===== src/rtl/tlp_pkg.sv =====
// shared types, constants and helpers for the telemetry line parser
`default_nettype none

package tlp_pkg;

    localparam int LINE_BUFFER = 160;
    localparam int VALUE_WIDTH = 16;
    localparam int OUT_W       = 16;
    localparam int NUM_FIELDS  = 10;
    localparam int LEN_W       = $clog2(LINE_BUFFER);
    localparam int IDX_W       = $clog2(NUM_FIELDS + 1);
    localparam int SAT_W       = VALUE_WIDTH + OUT_W;
    localparam int TIMEOUT_W   = 16;

    localparam logic [TIMEOUT_W-1:0] TIMEOUT_RESET = TIMEOUT_W'(500);

    localparam logic OP_BYTE = 1'b0;
    localparam logic OP_TICK = 1'b1;

    localparam logic EV_FRAME     = 1'b0;
    localparam logic EV_LINK_LOST = 1'b1;

    typedef struct packed {
        logic       operation;
        logic [7:0] rx_byte;
    } t_in_item;

    typedef struct packed {
        logic                    event_kind;
        logic signed [OUT_W-1:0] port1_voltage_code;
        logic signed [OUT_W-1:0] port1_current_code;
        logic signed [OUT_W-1:0] port2_voltage_code;
        logic signed [OUT_W-1:0] port2_current_code;
        logic signed [OUT_W-1:0] port3_voltage_code;
        logic signed [OUT_W-1:0] port3_current_code;
        logic signed [OUT_W-1:0] port4_voltage_code;
        logic signed [OUT_W-1:0] port4_current_code;
        logic [3:0]              relay_mask;
        logic [3:0]              overcurrent_mask;
    } t_out_item;

    typedef struct packed {
        logic tick;
        logic frame_ok;
    } t_link_ev;

    function automatic logic signed [OUT_W-1:0] sat_out(
        input logic signed [VALUE_WIDTH-1:0] v
    );
        logic signed [SAT_W-1:0] w;
        logic signed [SAT_W-1:0] hi;
        logic signed [SAT_W-1:0] lo;
        w  = SAT_W'(v);
        hi = {{(VALUE_WIDTH + 1){1'b0}}, {(OUT_W - 1){1'b1}}};
        lo = {{(VALUE_WIDTH + 1){1'b1}}, {(OUT_W - 1){1'b0}}};
        if (w > hi) begin
            sat_out = OUT_W'(hi);
        end else if (w < lo) begin
            sat_out = OUT_W'(lo);
        end else begin
            sat_out = OUT_W'(w);
        end
    endfunction

endpackage

`default_nettype wire


===== src/rtl/tlp_parser.sv =====
// byte-serial line parse machine with field value registers
`default_nettype none

module tlp_parser (
    input  wire logic               i_clk,
    input  wire logic               i_rst_n,
    input  wire logic               i_en,
    input  wire logic [7:0]         i_byte,
    output logic                    o_frame_ok,
    output tlp_pkg::t_out_item      o_frame
);

    localparam logic [2:0] PH_HEADER = 3'd0;
    localparam logic [2:0] PH_COMMA  = 3'd1;
    localparam logic [2:0] PH_START  = 3'd2;
    localparam logic [2:0] PH_SIGNED = 3'd3;
    localparam logic [2:0] PH_DIGITS = 3'd4;
    localparam logic [2:0] PH_DONE   = 3'd5;

    localparam int VW   = tlp_pkg::VALUE_WIDTH;
    localparam int M10W = VW + 4;

    localparam logic [tlp_pkg::LEN_W-1:0] LEN_MAX = tlp_pkg::LEN_W'(tlp_pkg::LINE_BUFFER - 1);
    localparam logic [tlp_pkg::IDX_W-1:0] IDX_LAST = tlp_pkg::IDX_W'(tlp_pkg::NUM_FIELDS - 1);
    localparam logic [M10W-1:0]           MAG_LIM  = M10W'(1) << (VW - 1);

    logic [tlp_pkg::LEN_W-1:0] r_len, n_len;
    logic [2:0]                r_phase, n_phase;
    logic [tlp_pkg::IDX_W-1:0] r_idx, n_idx;
    logic [VW-1:0]             r_mag, n_mag;
    logic                      r_neg, n_neg;
    logic                      r_rej, n_rej;

    logic signed [VW-1:0] r_fields [tlp_pkg::NUM_FIELDS];

    logic                      fld_we;
    logic [tlp_pkg::IDX_W-1:0] fld_wa;
    logic signed [VW-1:0]      fin_val;
    logic signed [VW-1:0]      last_val;
    logic                      digit;
    logic                      blank;
    logic                      newline;
    logic [M10W-1:0]           mag10;
    logic                      fin_nl;

    always_comb begin
        digit   = (i_byte >= 8'h30) && (i_byte <= 8'h39);
        blank   = (i_byte == 8'h20) || (i_byte == 8'h09) || (i_byte == 8'h0D) ||
                  (i_byte == 8'h0B) || (i_byte == 8'h0C);
        newline = (i_byte == 8'h0A);
        mag10   = {r_mag, 3'b000} + {1'b0, r_mag, 2'b00} + {r_mag, 1'b0}
                  - {1'b0, r_mag, 2'b00} + M10W'(i_byte[3:0]);
        // saturating magnitude to a signed value
        if (r_neg) begin
            fin_val = -$signed(r_mag);
        end else if (r_mag[VW-1]) begin
            fin_val = {1'b0, {(VW - 1){1'b1}}};
        end else begin
            fin_val = $signed(r_mag);
        end
    end

    always_comb begin
        n_len      = r_len;
        n_phase    = r_phase;
        n_idx      = r_idx;
        n_mag      = r_mag;
        n_neg      = r_neg;
        n_rej      = r_rej;
        fld_we     = 1'b0;
        fld_wa     = r_idx;
        fin_nl     = 1'b0;
        o_frame_ok = 1'b0;
        if (i_en) begin
            if (newline) begin
                fin_nl     = !r_rej && (r_phase == PH_DIGITS) && (r_idx == IDX_LAST);
                o_frame_ok = !r_rej && ((r_phase == PH_DONE) || fin_nl);
                fld_we     = fin_nl;
                n_len      = '0;
                n_phase    = PH_HEADER;
                n_idx      = '0;
                n_mag      = '0;
                n_neg      = 1'b0;
                n_rej      = 1'b0;
            end else if (r_len >= LEN_MAX) begin
                n_len   = '0;
                n_phase = PH_HEADER;
                n_idx   = '0;
                n_mag   = '0;
                n_neg   = 1'b0;
                n_rej   = 1'b0;
            end else begin
                n_len = r_len + 1'b1;
                if (!r_rej && (r_phase != PH_DONE)) begin
                    case (r_phase)
                        PH_DIGITS: begin
                            if (digit) begin
                                n_mag = (mag10 > MAG_LIM) ? VW'(MAG_LIM) : VW'(mag10);
                            end else begin
                                fld_we = 1'b1;
                                n_idx  = r_idx + 1'b1;
                                n_mag  = '0;
                                n_neg  = 1'b0;
                                if (r_idx == IDX_LAST) begin
                                    n_phase = PH_DONE;
                                end else if (i_byte == 8'h2C) begin
                                    n_phase = PH_START;
                                end else begin
                                    n_phase = PH_COMMA;
                                    n_rej   = 1'b1;
                                end
                            end
                        end
                        PH_HEADER: begin
                            if (i_byte == 8'h54) begin
                                n_phase = PH_COMMA;
                            end else begin
                                n_rej = 1'b1;
                            end
                        end
                        PH_COMMA: begin
                            if (i_byte == 8'h2C) begin
                                n_phase = PH_START;
                            end else begin
                                n_rej = 1'b1;
                            end
                        end
                        PH_START: begin
                            if (blank) begin
                                n_phase = PH_START;
                            end else if ((i_byte == 8'h2D) || (i_byte == 8'h2B)) begin
                                n_neg   = (i_byte == 8'h2D);
                                n_phase = PH_SIGNED;
                            end else if (digit) begin
                                n_mag   = VW'(i_byte[3:0]);
                                n_phase = PH_DIGITS;
                            end else begin
                                n_rej = 1'b1;
                            end
                        end
                        PH_SIGNED: begin
                            if (digit) begin
                                n_mag   = VW'(i_byte[3:0]);
                                n_phase = PH_DIGITS;
                            end else begin
                                n_rej = 1'b1;
                            end
                        end
                        default: begin
                            n_rej = 1'b1;
                        end
                    endcase
                end
            end
        end
    end

    always_ff @(posedge i_clk) begin
        if (!i_rst_n) begin
            r_len   <= '0;
            r_phase <= PH_HEADER;
            r_idx   <= '0;
            r_mag   <= '0;
            r_neg   <= 1'b0;
            r_rej   <= 1'b0;
        end else begin
            r_len   <= n_len;
            r_phase <= n_phase;
            r_idx   <= n_idx;
            r_mag   <= n_mag;
            r_neg   <= n_neg;
            r_rej   <= n_rej;
        end
    end

    always_ff @(posedge i_clk) begin
        if (fld_we) begin
            r_fields[fld_wa] <= fin_val;
        end
    end

    // last number may end at the newline itself
    assign last_val = fin_nl ? fin_val : r_fields[IDX_LAST];

    always_comb begin
        o_frame                    = '0;
        o_frame.event_kind         = tlp_pkg::EV_FRAME;
        o_frame.port1_voltage_code = tlp_pkg::sat_out(r_fields[0]);
        o_frame.port1_current_code = tlp_pkg::sat_out(r_fields[1]);
        o_frame.port2_voltage_code = tlp_pkg::sat_out(r_fields[2]);
        o_frame.port2_current_code = tlp_pkg::sat_out(r_fields[3]);
        o_frame.port3_voltage_code = tlp_pkg::sat_out(r_fields[4]);
        o_frame.port3_current_code = tlp_pkg::sat_out(r_fields[5]);
        o_frame.port4_voltage_code = tlp_pkg::sat_out(r_fields[6]);
        o_frame.port4_current_code = tlp_pkg::sat_out(r_fields[7]);
        o_frame.relay_mask         = r_fields[8][3:0];
        o_frame.overcurrent_mask   = last_val[3:0];
    end

endmodule

`default_nettype wire


===== src/rtl/tlp_link_watch.sv =====
// silence counter, timeout register and link state
`default_nettype none

module tlp_link_watch (
    input  wire logic                            i_clk,
    input  wire logic                            i_rst_n,
    input  wire logic                            i_cfg_wr_en,
    input  wire logic [tlp_pkg::TIMEOUT_W-1:0]   i_cfg_wr_data,
    input  wire tlp_pkg::t_link_ev               i_ev,
    output logic                                 o_lost
);

    logic [tlp_pkg::TIMEOUT_W-1:0] r_timeout;
    logic [tlp_pkg::TIMEOUT_W-1:0] r_silence, n_silence;
    logic                          r_link_up, n_link_up;

    always_comb begin
        n_silence = r_silence;
        n_link_up = r_link_up;
        o_lost    = 1'b0;
        if (i_ev.tick) begin
            o_lost = r_link_up && (r_silence >= r_timeout);
            if (r_silence != '1) begin
                n_silence = r_silence + 1'b1;
            end
            if (o_lost) begin
                n_link_up = 1'b0;
            end
        end else if (i_ev.frame_ok) begin
            n_silence = '0;
            n_link_up = 1'b1;
        end
    end

    always_ff @(posedge i_clk) begin
        if (!i_rst_n) begin
            r_timeout <= tlp_pkg::TIMEOUT_RESET;
            r_silence <= '0;
            r_link_up <= 1'b0;
        end else begin
            if (i_cfg_wr_en) begin
                r_timeout <= i_cfg_wr_data;
            end
            r_silence <= n_silence;
            r_link_up <= n_link_up;
        end
    end

endmodule

`default_nettype wire


===== src/rtl/tlp_out_skid.sv =====
// result register with one skid entry
`default_nettype none

module tlp_out_skid (
    input  wire logic               i_clk,
    input  wire logic               i_rst_n,
    input  wire logic               i_push,
    input  wire tlp_pkg::t_out_item i_item,
    output logic                    o_full,
    output logic                    o_out_valid,
    input  wire logic               i_out_stall,
    output tlp_pkg::t_out_item      o_out_item
);

    logic               r_out_valid;
    logic               r_skid_valid;
    tlp_pkg::t_out_item r_out_item;
    tlp_pkg::t_out_item r_skid_item;
    logic               pop;
    logic               out_free;

    assign pop      = r_out_valid && !i_out_stall;
    assign out_free = !r_out_valid || pop;

    always_ff @(posedge i_clk) begin
        if (!i_rst_n) begin
            r_out_valid  <= 1'b0;
            r_skid_valid <= 1'b0;
        end else begin
            if (out_free) begin
                r_out_valid  <= r_skid_valid || i_push;
                r_skid_valid <= r_skid_valid && i_push;
            end else begin
                r_skid_valid <= r_skid_valid || i_push;
            end
        end
    end

    always_ff @(posedge i_clk) begin
        if (out_free) begin
            if (r_skid_valid) begin
                r_out_item <= r_skid_item;
                if (i_push) begin
                    r_skid_item <= i_item;
                end
            end else if (i_push) begin
                r_out_item <= i_item;
            end
        end else if (i_push) begin
            r_skid_item <= i_item;
        end
    end

    assign o_full      = r_skid_valid;
    assign o_out_valid = r_out_valid;
    assign o_out_item  = r_out_item;

endmodule

`default_nettype wire


===== src/rtl/telemetry_line_parser.sv =====
// top level: telemetry line parser with link silence watchdog
//
//  channel   direction  handshake                   payload
//  input     in         i_in_valid / o_in_stall     i_in_item  (t_in_item)
//  result    out        o_out_valid / i_out_stall   o_out_item (t_out_item)
//  config    in         i_cfg_wr_en                 i_cfg_wr_data (link timeout)
//
// one item per cycle unless stalled; a result is registered at the edge that accepts its item
// parse state and the silence counter update at the accepting edge
// a one-entry skid keeps input flowing while a result waits; stall rises only when it is full
// synchronous active-low reset; no clearing pass, timeout resets to 500 ticks
`default_nettype none

module telemetry_line_parser (
    input  wire logic                          i_clk,
    input  wire logic                          i_rst_n,
    input  wire logic                          i_in_valid,
    output logic                               o_in_stall,
    input  wire tlp_pkg::t_in_item             i_in_item,
    output logic                               o_out_valid,
    input  wire logic                          i_out_stall,
    output tlp_pkg::t_out_item                 o_out_item,
    input  wire logic                          i_cfg_wr_en,
    input  wire logic [tlp_pkg::TIMEOUT_W-1:0] i_cfg_wr_data
);

    logic               accept;
    logic               frame_ok;
    logic               lost;
    logic               skid_full;
    tlp_pkg::t_out_item frame;
    tlp_pkg::t_out_item result;
    tlp_pkg::t_link_ev  link_ev;

    assign accept = i_in_valid && !skid_full;

    tlp_parser u_parser (
        .i_clk      (i_clk),
        .i_rst_n    (i_rst_n),
        .i_en       (accept && (i_in_item.operation == tlp_pkg::OP_BYTE)),
        .i_byte     (i_in_item.rx_byte),
        .o_frame_ok (frame_ok),
        .o_frame    (frame)
    );

    assign link_ev.tick     = accept && (i_in_item.operation == tlp_pkg::OP_TICK);
    assign link_ev.frame_ok = frame_ok;

    tlp_link_watch u_link_watch (
        .i_clk         (i_clk),
        .i_rst_n       (i_rst_n),
        .i_cfg_wr_en   (i_cfg_wr_en),
        .i_cfg_wr_data (i_cfg_wr_data),
        .i_ev          (link_ev),
        .o_lost        (lost)
    );

    always_comb begin
        if (lost) begin
            result            = '0;
            result.event_kind = tlp_pkg::EV_LINK_LOST;
        end else begin
            result = frame;
        end
    end

    tlp_out_skid u_out_skid (
        .i_clk       (i_clk),
        .i_rst_n     (i_rst_n),
        .i_push      (frame_ok || lost),
        .i_item      (result),
        .o_full      (skid_full),
        .o_out_valid (o_out_valid),
        .i_out_stall (i_out_stall),
        .o_out_item  (o_out_item)
    );

    assign o_in_stall = skid_full;

endmodule

`default_nettype wire


===== config.mk =====
export PLATFORM = sky130hd
export DESIGN_NAME = telemetry_line_parser
export DESIGN_NICKNAME = d
export VERILOG_FILES = /design/src/rtl/tlp_pkg.sv /design/src/rtl/tlp_parser.sv /design/src/rtl/tlp_link_watch.sv /design/src/rtl/tlp_out_skid.sv /design/src/rtl/telemetry_line_parser.sv
export SDC_FILE = /design/constraint.sdc
export NUM_CORES = 1
export LEC_CHECK = 0
export ABC_AREA = 0
export ABC_CLOCK_PERIOD_IN_PS = 14400
export BUFFER_PORTS_ARGS = -buffer_cell sky130_fd_sc_hd__buf_2
export CORE_ASPECT_RATIO = 1.2
export CORE_MARGIN = 2
export CORE_UTILIZATION = 60
export CTS_CLUSTER_SIZE = 12
export DETAILED_ROUTE_END_ITERATION = 8
export PLACE_DENSITY = 0.79
export SLEW_MARGIN = 15
export SYNTH_ARGS = -nofsm -noshare
export SYNTH_HDL_FRONTEND = slang
export SYNTH_SLANG_ARGS = --single-unit

===== constraint.sdc =====
create_clock -name i_clk -period 14.4 [get_ports i_clk]
set_input_delay 2.16 -clock i_clk [delete_from_list [all_inputs] [get_ports i_clk]]
set_output_delay 2.16 -clock i_clk [all_outputs]
set_load 0.02 [all_outputs]

## Word-level counts from Yosys, hierarchy flattened

Memories as Yosys holds them, arrays and structs flattened.
Cells that the tools add are included.

- Flip-flop bits (word level): 342
- Output and inout port bits: 139
- Memories kept: 1
- Input bits: 30
- Bits in writable memories: 160
- Logic and storage cells: 225

Memory list:

| memory | words | width | rd ports | clocked after memory_dff | write ports | line | RTL |
|---|---|---|---|---|---|---|---|
| u_parser.r_fields | 10 | 16 | 10 | 0 | 1 | tlp_parser.sv:34 | `logic signed [VW-1:0] r_fields [tlp_pkg::NUM_FIELDS];` |

- Order comparisons: 21
- Reductions and logical operators: 40
- Muxes and demuxes: 91
- Add/subtract/negate cells: 8
- Equality and inequality tests: 30
- Bitwise gates (word level): 1

Operators with widths:

| cell | number |
|---|---|
| two-way mux 137 bit | 6 |
| two-way mux 16 bit | 28 |
| greater-than comparator 16 bit, second input constant | 8 |
| < comparator 16 bit, second input constant | 8 |
| case mux 16 bit (3 select lines) | 1 |
| == test 8 x 4 -> 1 bit, second input constant | 5 |
| two-way mux 1 bit | 33 |
| == test 8 x 6 -> 1 bit, second input constant | 4 |
| two-way mux 3 bit | 10 |
| two-way mux 4 bit | 6 |
| adder 19 x 18 -> 20 bit | 1 |
| adder 20 x 17 -> 20 bit | 1 |
| adder 20 x 4 -> 20 bit | 1 |
| greater-than comparator 20 x 16 -> 1 bit, second input constant | 1 |
| subtractor 20 x 18 -> 20 bit | 1 |
| adder 16 x 1 -> 16 bit, second input constant | 1 |
| >= comparator 16 bit | 1 |
| two-way mux 8 bit | 2 |
| != test 16 bit, second input constant | 1 |
| negator 16 bit | 1 |
| two-way mux 15 bit | 1 |
| case mux 3 bit (5 select lines) | 1 |
| != test 4 x 1 -> 1 bit, second input constant | 3 |
| AND reduction 6 bit | 2 |
| other kinds (32) | 64 |

## Depth between registers and ports, before layout

Gate-level depths: netlist (run 1).

- Depth after elaboration: 11
- Mapped depth: 17
- Mapped depth without buffers: 17

## Modules after synthesis

From an unflattened synthesis (run 1), not the netlist that was laid out.

- Cells, all modules: 1,647
- Area, all modules: 22,345.2 sq um

Modules (own cells, without submodules):

| module | area an instance (sq um) | sequential area each (sq um) | cells each | instances |
|---|---|---|---|---|
| tlp_out_skid | 10,341.2 | 8,267.9 | 438 | 1 |
| tlp_parser | 9,090.0 | 4,744.6 | 825 | 1 |
| tlp_link_watch | 1,941.9 | 660.6 | 229 | 1 |
| telemetry_line_parser | 972.2 | 0.0 | 155 | 1 |

## Least setup slack after synthesis (run 1)

OpenSTA, ideal clock, no wires.

- Path type: in2reg
- From: input i_in_item[8] (netlist name)
- To: register u_out_skid.r_out_item (netlist bit u_out_skid.o_out_item[0]), enable pin
- Setup time: 0.698 ns
- Arrival time: 10.542 ns
- Path buffers: 1
- Stages: 9
- Slack: 3.160 ns
- Required time: 13.702 ns
- Cell sequence: and3b_1 -> nand2_1 -> or2_2 -> nor3_1 -> o2bb2ai_1 -> a311oi_2 -> clkbuf_1 -> o21ai_1 -> a2bb2oi_1

- Longest elaborated chain between the ends: 6
- Elaborated cells on any way between the ends: 8
- Those cells by class: mux (2); bitwise (1); reduce/logical (5)

RTL lines:

| what | line | RTL |
|---|---|---|
| from (decl) | telemetry_line_parser.sv:19 | `input wire tlp_pkg::t_in_item i_in_item,` |
| inverter 1 bit | telemetry_line_parser.sv:40 | `.i_en (accept && (i_in_item.operation == tlp_pkg::OP_BYTE)),` |
| logical AND 1 bit | telemetry_line_parser.sv:40 |  |
| two-way mux 1 bit | tlp_parser.sv:74 | `if (i_en) begin` |
| logical OR 1 bit (*) | telemetry_line_parser.sv:70 | `.i_push (frame_ok \|\| lost),` |
| nonzero test 2 bit (no line) (*) | -- |  |
| AND reduction 2 bit (no line) (*) | -- |  |
| to (signal assigned) | tlp_out_skid.sv:42 | `r_out_item <= r_skid_item;` |
| to (signal assigned) | tlp_out_skid.sv:47 | `r_out_item <= i_item;` |
| to (decl) | tlp_out_skid.sv:17 | `tlp_pkg::t_out_item r_out_item;` |

Mark *: on every way between the ends. The rest lies on a longest branch, timed or not.
A chain may end at the register's enable or synchronous reset.

## Worst setup path after layout (run 1)

- From: input i_in_item[3] (netlist name)
- To: register u_parser.r_mag[3]

- Longest elaborated chain between the ends: 9
- Elaborated cells on any way between the ends: 32
- Those cells by class: add/sub (1); order compare (3); eq/ne (10); mux (9); reduce/logical (9)

RTL lines:

| what | line | RTL |
|---|---|---|
| parallel branches: the longest is 9 deep, another holds adder 20 x 4 -> 20 bit | -- |  |
| to (signal assigned) | tlp_parser.sv:170 | `r_mag <= n_mag;` |
| to (decl) | tlp_parser.sv:30 | `logic [VW-1:0] r_mag, n_mag;` |

Parallel ways; which one is timed is not known. The select of a mux whose other input is x is not followed.

==> out/metrics.yaml, run 1 <==
setup_path:
  worstReg2RegStart: "u_parser.r_mag[1]$_SDFFE_PN0P_"
  r2r_setup_slack_ps: 9170
  arrival_ps: 6730
  crit_end: "u_parser.r_mag[3]$_SDFFE_PN0P_"
  cp.depth: 16
  cp-end-kind: "register"
  worst_path_dominant_cell_family: "adder cells"
  reg2reg_depth: 16
  crit_required_ps: 14860
  cpMaxStageDelayCell: "fa_1"
  cp-start-kind: "input pin"
  path_cells: "buf_2, fa_1, fa_1, inv_1, fa_1, inv_1, ha_1, fa_1, a211oi_2, o21ai_1, a311oi_1, a21oi_1, a2111o_1, o41ai_4, nand4_4, o22ai_2"
  worstSetupPathType: "input pin to register"
  critPathBufInv: 3
  critical_path.startpoint: "i_in_item[3]"
  slowest_delay_ps: 510
  cp_max_fo: 8
  cp_common_cell: "fa_1"
  r2r-end: "u_parser.r_mag[3]$_SDFFE_PN0P_"
logic_synthesis:
  syn-cell-area_mm2: 0.0211
  ys.warnings.count: 0
  ys_seq_elements: 478
  synth-xor-area-share: 0.0212
  syn-num-nets: 1625
  synth_top_family_by_area: "simple AND/OR/NAND/NOR gates"
  synth-simple-area-share: 0.103
  seq_area_frac_synth: 0.648
  synth_top_area_share: 0.584
  synth_fa_ha_area_frac: 0.0705
  synth_compound_area_frac: 0.0550
  yosys.area.top_type: "edfxtp_1"
  synth_mux_area_frac: 0.0781
  synthTopCellsByArea: "edfxtp_1 (58%), mux2_2 (7.0%), dfxtp_1 (6.5%)"
  synth_cells: 1487
  synth_cell_types: 66
  synth_top_flop_cell: "edfxtp_1"
  synth_edf_count: 410
  async_reset_ff_frac: 0
  syn_avg_cell_area_um2: 14.2
cells_and_area:
  stdcell_count: 2132
  seq_area_mm2: 0.0137
  nets: 1792
  drive_gt1_frac: 0.235
  n_fill_cell: 2385
  multi_input_area_mm2: 0.00698
  antenna_cells: 0
  area_growth_syn_to_layout_pct: 12.4
routing:
  wl_per_cell_um: 19.3
  vias_per_cell: 5.64
  vias: 12000
  drtPass1Iterations: 5
  drt-total-wl_mm: 41.2
  drc: 0
  ant_nets: 0
  drtIter0Drc: 791
grt:
  grt_start_max_net_pins: 136
  grt_pass1_wl_mm: 65.0
  grtUsageTotal: 0.228
  antenna_found_initial: 1
  grt_overflow: 0
  grt_pass1_vias: 12000
power_and_ir_drop:
  finalPower_mw: 2.61
  p_leak_nw: 8.82
  powerDensity_mw_per_mm2: 110
  peakVddDrop_v: 0.0000783
timing:
  period_share: 0.435
  setup_violations: 0
  post-route-min-period_ps: 6260
  worst-slew-pin-transition_ps: 1130
  fmax_mhz: 160
  finalHoldViolations: 0
  final_max_slew_viol_count: 0
  rsz0062_at_grt: "false"
  finalSetupTns_ps: 0
  finClkSkew_ps: 16.9
  slew_headroom: 0.250
clocking:
  cts_tree: "yes"
  cts.sinks: 478
  ctsLongestPathBuffers: 3
  h-tree-depth: 2
  cts_root_buf: "clkbuf_16"
  hold_buffers: 0
  cts_buffers: 46
  path_clk_slew_ps: 60
  cts-resized-gates: 0
  cts_setup_buffers: 0
  clock_latency_ps: 560
place:
  dp.cells: 2068
  io_buffers: 168
  gp_congestion: 0.862
  hpwl_mm: 27.6
run_status:
  status: "completed"
worst_hold_path:
  worstHoldStart: "u_parser.r_mag[14]$_SDFFE_PN0P_"
  worstHoldPathType: "register to register"
floorplanning:
  rows: 75
  io_pins: 169
  core_area_mm2: 0.0348
  dieArea_mm2: 0.0367
  die_w_um: 175
  dieHeight_um: 209
  initial_core_util: 0.606
flow_run:
  maxCapViolations: 0
## power breakdown
part | switching [mW] | internal, mW
Combinational | 0.0285 | 0.0191
Clock | 0.469 | 0.602
Sequential | 0.00181 | 1.48
Total | 0.500 | 2.11
## how the worst min path moves through the flow
stage,end,slack [ps],cells past startpoint
after floorplan,u_parser.r_mag[14]$_SDFFE_PN0P_,430,2
after global placement,u_parser.r_mag[14]$_SDFFE_PN0P_,440,2
after detailed placement,u_parser.r_mag[14]$_SDFFE_PN0P_,460,2
after CTS,u_parser.r_mag[14]$_SDFFE_PN0P_,470,2
after global routing,u_parser.r_mag[14]$_SDFFE_PN0P_,500,2
final,u_parser.r_mag[14]$_SDFFE_PN0P_,470,2
## registers in the layout, summed over array words and instances, names as in the netlist
signal,flops
u_link_watch.r_timeout,16
u_out_skid.o_full,1
u_link_watch.r_silence,16
u_parser.r_phase,3
u_parser.r_rej,1
u_parser.r_len,8
u_parser.r_fields,136
u_parser.r_mag,16
u_link_watch.r_link_up,1
u_out_skid.r_skid_item,137
u_out_skid.o_out_valid,1
u_out_skid.o_out_item,137
u_parser.r_neg,1
u_parser.fld_wa,4
## metrics by stage
| stage | hold slack [ps] | util | cell area, um^2 | setup slack [ps] |
|---|---|---|---|---|
| after floorplan | 425 | - | 21100 | 3160 |
| after global placement | 443 | 0.643 | 22400 | 7620 |
| after detailed placement | 465 | 0.643 | 22400 | 7570 |
| after CTS | 474 | 0.681 | 23700 | 8140 |
| after global routing | 500 | 0.681 | 23700 | 7860 |
| final | 469 | 0.681 | 23700 | 8140 |
## per-layer routing
layer | global-route usage | part of all wire | wire, um
met1 | 0.307 | 0.42 | 17500
met2 | 0.379 | 0.49 | 20300
met3 | 0.0375 | 0.049 | 2040
met4 | 0.0836 | 0.033 | 1370
met5 | 0 | 0.00017 | 7
## cells by family (layout without fill, tap and decap cells)
family,Yosys count,count (layout)
flops,478,478
mux,148,148
xor+xnor,51,51
simple gates,406,406
buf+inv,125,308
fa+ha+maj,108,108
compound gates,171,171
## synth_stat cells (all sizes together), types with 13 or more instances
cell    count
edfxtp    410
and2      147
mux2      132
ha         90
nor2       80
nand2      72
dfxtp      68
inv        66
clkbuf     45
a21oi      42
o21ai      41
xnor2      29
xor2       22
fa         18
nor3       18
mux2i      16
a31oi      15
nand3      15
nand4      15
buf        13
## layout by cell type, fill, tap and decap left out, types with 6 or more instances in the layout
| cell | Yosys | routed |
|---|---|---|
| edfxtp_1 | 410 | 410 |
| nand2_1 | 72 | 72 |
| xor2_1 | 22 | 22 |
| o21ai_1 | 9 | 12 |
| or2_2 | 11 | 11 |
| dfxtp_1 | 68 | 67 |
| a21oi_1 | 41 | 41 |
| o31ai_1 | 8 | 8 |
| nor2b_1 | 6 | 6 |
| nor2_1 | 80 | 79 |
| a31oi_1 | 15 | 11 |
| inv_1 | 66 | 66 |
| nor3_1 | 18 | 18 |
| o211ai_1 | 11 | 11 |
| nand4_1 | 14 | 14 |
| and4_1 | 6 | 6 |
| mux2i_1 | 16 | 16 |
| buf_2 | 7 | 168 |
| nand3_1 | 15 | 15 |
| mux2_2 | 132 | 132 |
| xnor2_1 | 29 | 29 |
| a21o_1 | 11 | 11 |
| o21a_1 | 7 | 7 |
| clkbuf_1 | 45 | 11 |
| clkbuf_16 | 0 | 46 |
| buf_4 | 0 | 9 |
| o21ai_0 | 31 | 28 |
| and2_1 | 147 | 147 |
| ha_1 | 90 | 90 |
| fa_1 | 18 | 18 |
| and3_1 | 10 | 10 |
## cell type report
type	count	share of cell area
multi-input combinational	884	0.294
timing repair buffer	177	0.0383
inverter	67	0.0106
tap	462	0.0244
clock inverter	3	0.00248
sequential	478	0.577
clock buffer	61	0.0526
## worst reg2reg max path, stage by stage, from the launching register on
cell	delay [ps]
dfxtp_1	500
inv_1	220
fa_1	500
fa_1	510
inv_1	50
fa_1	490
inv_1	40
ha_1	220
fa_1	430
a211oi_2	300
o21ai_1	200
a311oi_1	290
a21oi_1	90
a2111o_1	410
o41ai_4	400
nand4_4	230
o22ai_2	230
No activity file was read; power rests on OpenSTA's default activity.
==> inputs of run 2 (changes only) <==
--- a/config.mk
+++ b/config.mk
@@ -6,7 +6,7 @@
 export NUM_CORES = 1
 export LEC_CHECK = 0
 export ABC_AREA = 0
-export ABC_CLOCK_PERIOD_IN_PS = 14400
+export ABC_CLOCK_PERIOD_IN_PS = 6400
 export BUFFER_PORTS_ARGS = -buffer_cell sky130_fd_sc_hd__buf_2
 export CORE_ASPECT_RATIO = 1.2
 export CORE_MARGIN = 2
==> constraint.sdc (replaced) <==
create_clock -name i_clk -period 6.4 [get_ports i_clk]
set_input_delay 0.96 -clock i_clk [delete_from_list [all_inputs] [get_ports i_clk]]
set_output_delay 0.96 -clock i_clk [all_outputs]
set_load 0.02 [all_outputs]
==> run 2 against run 1 <==
Design area rose by 0.20%. Combinational power rose by 130%. Register-to-register slack got worse by 7900 ps. Clock skew is 1.9 ps lower. Worst hold slack improved by 2.7 ps. Critical endpoint is now u_parser.r_mag[1]$_SDFFE_PN0P_.
==> out/metrics.yaml, run 2 (same netlist as run 1, synthesis figures left out) <==
setup_path:
  cp_common_cell: "fa_1"
  reg2reg_depth: 16  # unchanged
  path_cells: "inv_1, fa_1, fa_1, inv_1, fa_1, inv_1, ha_1, fa_1, a211oi_2, o21ai_1, a311oi_1, a21oi_1, a2111o_1, o41ai_4, nand4_4, o22ai_2"
  crit_required_ps: 6860  # -8000 ps
  cpMaxStageDelayCell: "fa_1"
  worst_path_dominant_cell_family: "adder cells"
  critPathBufInv: 3  # unchanged
  r2r-end: "u_parser.r_mag[1]$_SDFFE_PN0P_"
  worstSetupPathType: "register to register"
  cp_max_fo: 8  # unchanged
  cp-end-kind: "register"
  cp-start-kind: "register"
  worstReg2RegStart: "u_parser.r_mag[1]$_SDFFE_PN0P_"
  arrival_ps: 5590  # -1140 ps
  slowest_delay_ps: 520  # about the same
  r2r_setup_slack_ps: 1270  # -7900 ps
routing:
  drc: 0  # unchanged
  drtIter0Drc: 895  # +13%
  drtPass1Iterations: 5  # unchanged
  wl_per_cell_um: 19.2  # -0.88%
  vias: 12000  # +0.15%
  ant_nets: 0  # unchanged
  vias_per_cell: 5.62  # -0.32%
  drt-total-wl_mm: 41.0  # -0.42%
timing:
  hold_slack_ps: 472  # +2.70 ps
  worst-slew-pin-transition_ps: 1040  # -82.8 ps
  finalHoldViolations: 0  # unchanged
  finalSetupTns_ps: 0  # unchanged
  setup_violations: 0  # unchanged
  slew_headroom: 0.300  # +0.0505
  fmax_mhz: 195
  period_share: 0.802
  worst_slack_ps: 1270  # -6870 ps
  rsz0062_at_grt: "false"
  post-route-min-period_ps: 5130
  final_max_slew_viol_count: 0  # unchanged
  finClkSkew_ps: 15.1  # -1.85 ps
cells_and_area:
  area_growth_syn_to_layout_pct: 12.6
  antenna_cells: 0  # unchanged
  n_fill_cell: 2345  # -1.7%
  fin_util: 0.682  # +0.00133
  final_common_cell: "edfxtp_1"
  drive_gt1_frac: 0.232  # -0.00259
  mostFrequentLayoutCells: "edfxtp_1 (410), buf_2 (168), and2_1 (147)"
  nets: 1797  # +0.28%
worst_hold_path:
  min_path_cells: 2  # unchanged
  worstHoldPathType: "register to register"
  worstHoldStart: "u_parser.r_mag[14]$_SDFFE_PN0P_"
  whs_endpoint: "u_parser.r_mag[14]$_SDFFE_PN0P_"
clocking:
  cts_tree: "yes"
  ctsLongestPathBuffers: 3  # unchanged
  cts-resized-gates: 0  # unchanged
  hold_buffers: 0  # unchanged
  path_clk_slew_ps: 60  # about the same
  cts.sinks: 478  # unchanged
  cts_setup_buffers: 0  # unchanged
  cts_root_buf: "clkbuf_16"
  cts_buffers: 47  # +2.2%
  h-tree-depth: 2  # unchanged
  clock_latency_ps: 550  # about the same
grt:
  antenna_found_initial: 0  # -1
  grt_overflow: 0  # unchanged
  grt_pass1_wl_mm: 64.5  # -0.78%
  grtUsageMet3: 0.0286  # -0.00888
  grt_util_met1: 0.304  # -0.00300
  grtUsageTotal: 0.225  # -0.00340
  grt_start_max_net_pins: 138  # +1.5%
  busiest_layer: "met2"
  grt.met2_usage: 0.381  # +0.00217
  grt_pass1_vias: 12000  # -0.13%
flow_run:
  maxCapViolations: 0  # unchanged
power_and_ir_drop:
  finalPower_mw: 5.90  # +130%
  powerDensity_mw_per_mm2: 248  # +130%
  p_leak_nw: 8.85  # +0.36%
  peakVddDrop_v: 0.000190  # +140%
floorplanning:
  dieHeight_um: 209  # unchanged
  initial_core_util: 0.606  # unchanged
  dieArea_mm2: 0.0367  # unchanged
  die_w_um: 175  # unchanged
  rows: 75  # unchanged
  core_area_mm2: 0.0348  # unchanged
  io_pins: 169  # unchanged
place:
  hpwl_mm: 27.1  # -2.1%
  dp_slack_ps: 835  # -6740 ps
  gp_congestion: 0.871  # +1.1%
  io_buffers: 168  # unchanged
run_status:
  status: "completed"
## run 2: worst register-to-register path: cells and delay by family (launching register included)
kind	cells	cell delay, ps
simple gates	1	230
fa+ha+maj	5	2130
flops	1	470
compound gates	7	1930
buf+inv	3	270
## run 2: stage by stage
step | instances | instance area [um^2]
floorplan | 1487 | 21100
global placement | 2072 | 22400
detailed placement | 2072 | 22400
CTS | 2142 | 23700
global route | 2142 | 23700
finish | 2142 | 23700
## run 2: power by group
group          internal [mW]  total, mW  switching, mW
Clock                   1.40       2.44           1.05
Sequential              3.34       3.34        0.00394
Combinational         0.0433      0.109         0.0652
## run 2: routing by layer
| layer | up-vias | routed length (um) |
|---|---|---|
| met5 | - | 0 |
| met4 | 0 | 1210 |
| met3 | 69 | 2010 |
| met2 | 351 | 20300 |
| met1 | 5863 | 17500 |
| li1 | 5759 | - |
## run 2: area by class of cell
type / instances / area, um^2 / share of cell area
Clock inverter: 4 / 22.5 / 0.000948
Tap cell: 462 / 578 / 0.0243
Timing Repair Buffer: 181 / 963 / 0.0406
Multi-Input combinational cell: 884 / 6950 / 0.293
Sequential cell: 478 / 13700 / 0.576
Clock buffer: 66 / 1300 / 0.0547
Inverter: 67 / 251 / 0.0106
## run 2: worst max-delay path by stage
stage	start	to	slack [ps]	cells past startpoint
final	u_parser.r_mag[1]$_SDFFE_PN0P_	u_parser.r_mag[1]$_SDFFE_PN0P_	1270	16
after global routing	u_parser.r_mag[1]$_SDFFE_PN0P_	u_parser.r_mag[1]$_SDFFE_PN0P_	1050	16
after CTS	u_parser.r_mag[1]$_SDFFE_PN0P_	u_parser.r_mag[1]$_SDFFE_PN0P_	1300	16
after detailed placement	i_in_item[3]	u_parser.r_mag[2]$_SDFFE_PN0P_	840	16
after global placement	i_in_item[3]	u_parser.r_mag[3]$_SDFFE_PN0P_	870	16
after floorplan	i_in_item[8]	u_out_skid.r_skid_item[0]$_DFFE_PP_	20	10
==> inputs of run 3 (changes only) <==
--- a/config.mk
+++ b/config.mk
@@ -6,7 +6,7 @@
 export NUM_CORES = 1
 export LEC_CHECK = 0
 export ABC_AREA = 0
-export ABC_CLOCK_PERIOD_IN_PS = 6400
+export ABC_CLOCK_PERIOD_IN_PS = 5290
 export BUFFER_PORTS_ARGS = -buffer_cell sky130_fd_sc_hd__buf_2
 export CORE_ASPECT_RATIO = 1.2
 export CORE_MARGIN = 2
==> constraint.sdc (replaced) <==
create_clock -name i_clk -period 5.29 [get_ports i_clk]
set_input_delay 0.7935 -clock i_clk [delete_from_list [all_inputs] [get_ports i_clk]]
set_output_delay 0.7935 -clock i_clk [all_outputs]
set_load 0.02 [all_outputs]
==> run 3 against run 2 <==
Design area increased by 0.36%. Global-route usage increased by 0.48 points. Sequential share of layout area down 0.20 points. Critical path type unchanged. First-iteration DRC count grew 12%. Critical endpoint unchanged.
==> out/metrics.yaml, run 3 (same netlist as run 1, synthesis figures left out) <==
run_status:
  status: "completed"
flow_run:
  maxCapViolations: 0  # unchanged
clocking:
  ctsLongestPathBuffers: 3  # unchanged
  path_clk_slew_ps: 60  # about the same
  cts_setup_buffers: 0  # unchanged
  cts_tree: "yes"
  cts_root_buf: "clkbuf_16"
  cts.sinks: 478  # unchanged
  cts_buffers: 47  # unchanged
  h-tree-depth: 2  # unchanged
  clock_latency_ps: 550  # about the same
cells_and_area:
  mostFrequentLayoutCells: "edfxtp_1 (410), buf_2 (168), and2_1 (147)"
  nets: 1805  # +0.45%
  final_area_mm2: 0.0238  # +0.36%
  drive_gt1_frac: 0.240  # +0.00836
  n_fill_cell: 2367  # +0.94%
  multi_input_area_mm2: 0.00697  # +0.27%
  area_growth_syn_to_layout_pct: 13.0
  seq_area_mm2: 0.0137  # about the same
  final_common_cell: "edfxtp_1"
  stdcell_count: 2147  # +0.23%
routing:
  vias_per_cell: 5.65  # +0.44%
  ant_nets: 0  # unchanged
  drc: 0  # unchanged
  drtPass1Iterations: 5  # unchanged
  drt-total-wl_mm: 41.5  # +1.3%
  wl_per_cell_um: 19.4  # +1.0%
  drtIter0Drc: 999  # +12%
  vias: 12100  # +0.67%
power_and_ir_drop:
  pwr-share-comb: 0.019  # about the same
  peakVddDrop_v: 0.000209  # +10%
  netSwitchingFraction: 0.190  # +0.000342
  clkPwrFrac: 0.412  # -0.003
  p_seq_frac: 0.569  # +0.002
  p_leak_nw: 8.89  # +0.43%
  powerDensity_mw_per_mm2: 298  # +20%
  switchingPower_mw: 1.35  # +21%
  p_int_mw: 5.76  # +21%
setup_path:
  cp_common_cell: "fa_1"
  worst_path_dominant_cell_family: "adder cells"
  worstSetupPathType: "register to register"
  cpMaxStageDelayCell: "fa_1"
  cp-start-kind: "register"
  cp_max_fo: 8  # unchanged
  worstReg2RegStart: "u_parser.r_mag[1]$_SDFFE_PN0P_"
  slowest_delay_ps: 520  # about the same
  path_cells: "inv_1, fa_1, fa_1, inv_1, fa_1, inv_1, ha_1, fa_1, a211oi_2, o21ai_1, a311oi_1, a21oi_1, a2111o_1, o41ai_4, nand4_4, o22ai_2"
  critical_path.startpoint: "u_parser.r_mag[1]$_SDFFE_PN0P_"
  cp-end-kind: "register"
  crit_required_ps: 5750  # -1110 ps
  critPathBufInv: 3  # unchanged
  arrival_ps: 5450  # -140 ps
grt:
  grt_pass1_wl_mm: 65.1  # +0.84%
  antenna_found_initial: 1  # +1
  grt_overflow: 0  # unchanged
  grt_start_max_net_pins: 138  # unchanged
  grt_pass1_vias: 12000  # +0.28%
  grtUsageTotal: 0.230  # +0.00480
place:
  dp.cells: 2080  # +0.39%
  io_buffers: 168  # unchanged
  gp_congestion: 0.872  # +0.10%
  hpwl_mm: 27.2  # +0.66%
  post_dp_cell_area_mm2: 0.0225  # +0.38%
timing:
  final_max_slew_viol_count: 0  # unchanged
  finClkSkew_ps: 23.2  # +8.17 ps
  setup_violations: 0  # unchanged
  worst-slew-pin-transition_ps: 1130  # +83.5 ps
  fmax_mhz: 200  # +2.8%
  hold_slack_ps: 461  # -10.7 ps
  post-route-min-period_ps: 4990  # -142 ps
  rsz0062_at_grt: "false"
  period_share: 0.943  # +0.141
  finalHoldViolations: 0  # unchanged
  slew_headroom: 0.249  # -0.0510
floorplanning:
  initial_core_util: 0.606  # unchanged
  dieArea_mm2: 0.0367  # unchanged
  io_pins: 169  # unchanged
  die_w_um: 175  # unchanged
  dieHeight_um: 209  # unchanged
  core_area_mm2: 0.0348  # unchanged
  rows: 75  # unchanged
worst_hold_path:
  worstHoldStart: "i_cfg_wr_data[8]"
  worstHoldPathType: "input pin to register"
-- run 3: power groups by stage --
stage	sequential (mW)	clock, mW	combinational, mW
global placement	4.12	0	0.134
global route	4.04	3.11	0.156
detailed placement	4.12	0	0.137
floorplan	4.12	0	0.0948
finish	4.04	2.93	0.138
CTS	4.04	2.97	0.138
-- run 3: path summary, 6_finish.rpt --
| check | to | slack (ps) | depth (start not counted) |
|---|---|---|---|
| worst min-delay path | u_link_watch.r_timeout[8]$_SDFFE_PN1P_ | 460 | 3 |
| worst max-delay path | u_parser.r_mag[1]$_SDFFE_PN0P_ | 300 | 16 |
| worst min register to register | u_parser.r_mag[14]$_SDFFE_PN0P_ | 470 | 2 |
| worst max register to register | u_parser.r_mag[1]$_SDFFE_PN0P_ | 300 | 16 |
-- run 3: per-stage QoR --
| step | utilization | power, mW | setup TNS, ps | worst slack (ps) |
|---|---|---|---|---|
| global route | 0.684 | 7.31 | 0 | 5.06 |
| CTS | 0.684 | 7.16 | 0 | 140 |
| global placement | 0.647 | 4.26 | -219 | -52.9 |
| floorplan | - | 4.22 | 0 | 310 |
| finish | 0.685 | 7.11 | 0 | 299 |
| detailed placement | 0.647 | 4.26 | -964 | -124 |
-- run 3: area by class of cell --
class,instances,area share
Clock inverter,5,0.00116
Sequential cell,478,0.574
Inverter,67,0.0106
Multi-Input combinational cell,884,0.293
Timing Repair Buffer,189,0.0440
Tap cell,462,0.0243
Antenna cell,1,0.000105
Clock buffer,61,0.0533
-- run 3: metal layers --
metal / vias to the layer above / share of wire / track usage
li1: 5765 / - / -
met1: 5861 / 0.42 / 0.308
met2: 402 / 0.48 / 0.374
met5: - / 0 / 0
met4: 0 / 0.042 / 0.107
met3: 95 / 0.053 / 0.0328
-- run 3: worst min-delay path, delay by kind of cell --
kind	cells	cell delay, ps
AO/OA/AOI/OAI	1	60
buffers and inverters	1	70
AND/OR/NAND/NOR	1	40
-- run 3: what timing repair did --
item                       in CTS  in global routing
setup endpoints to repair       0                 13
hold buffers                    0                  0
gates resized for setup         0                  2
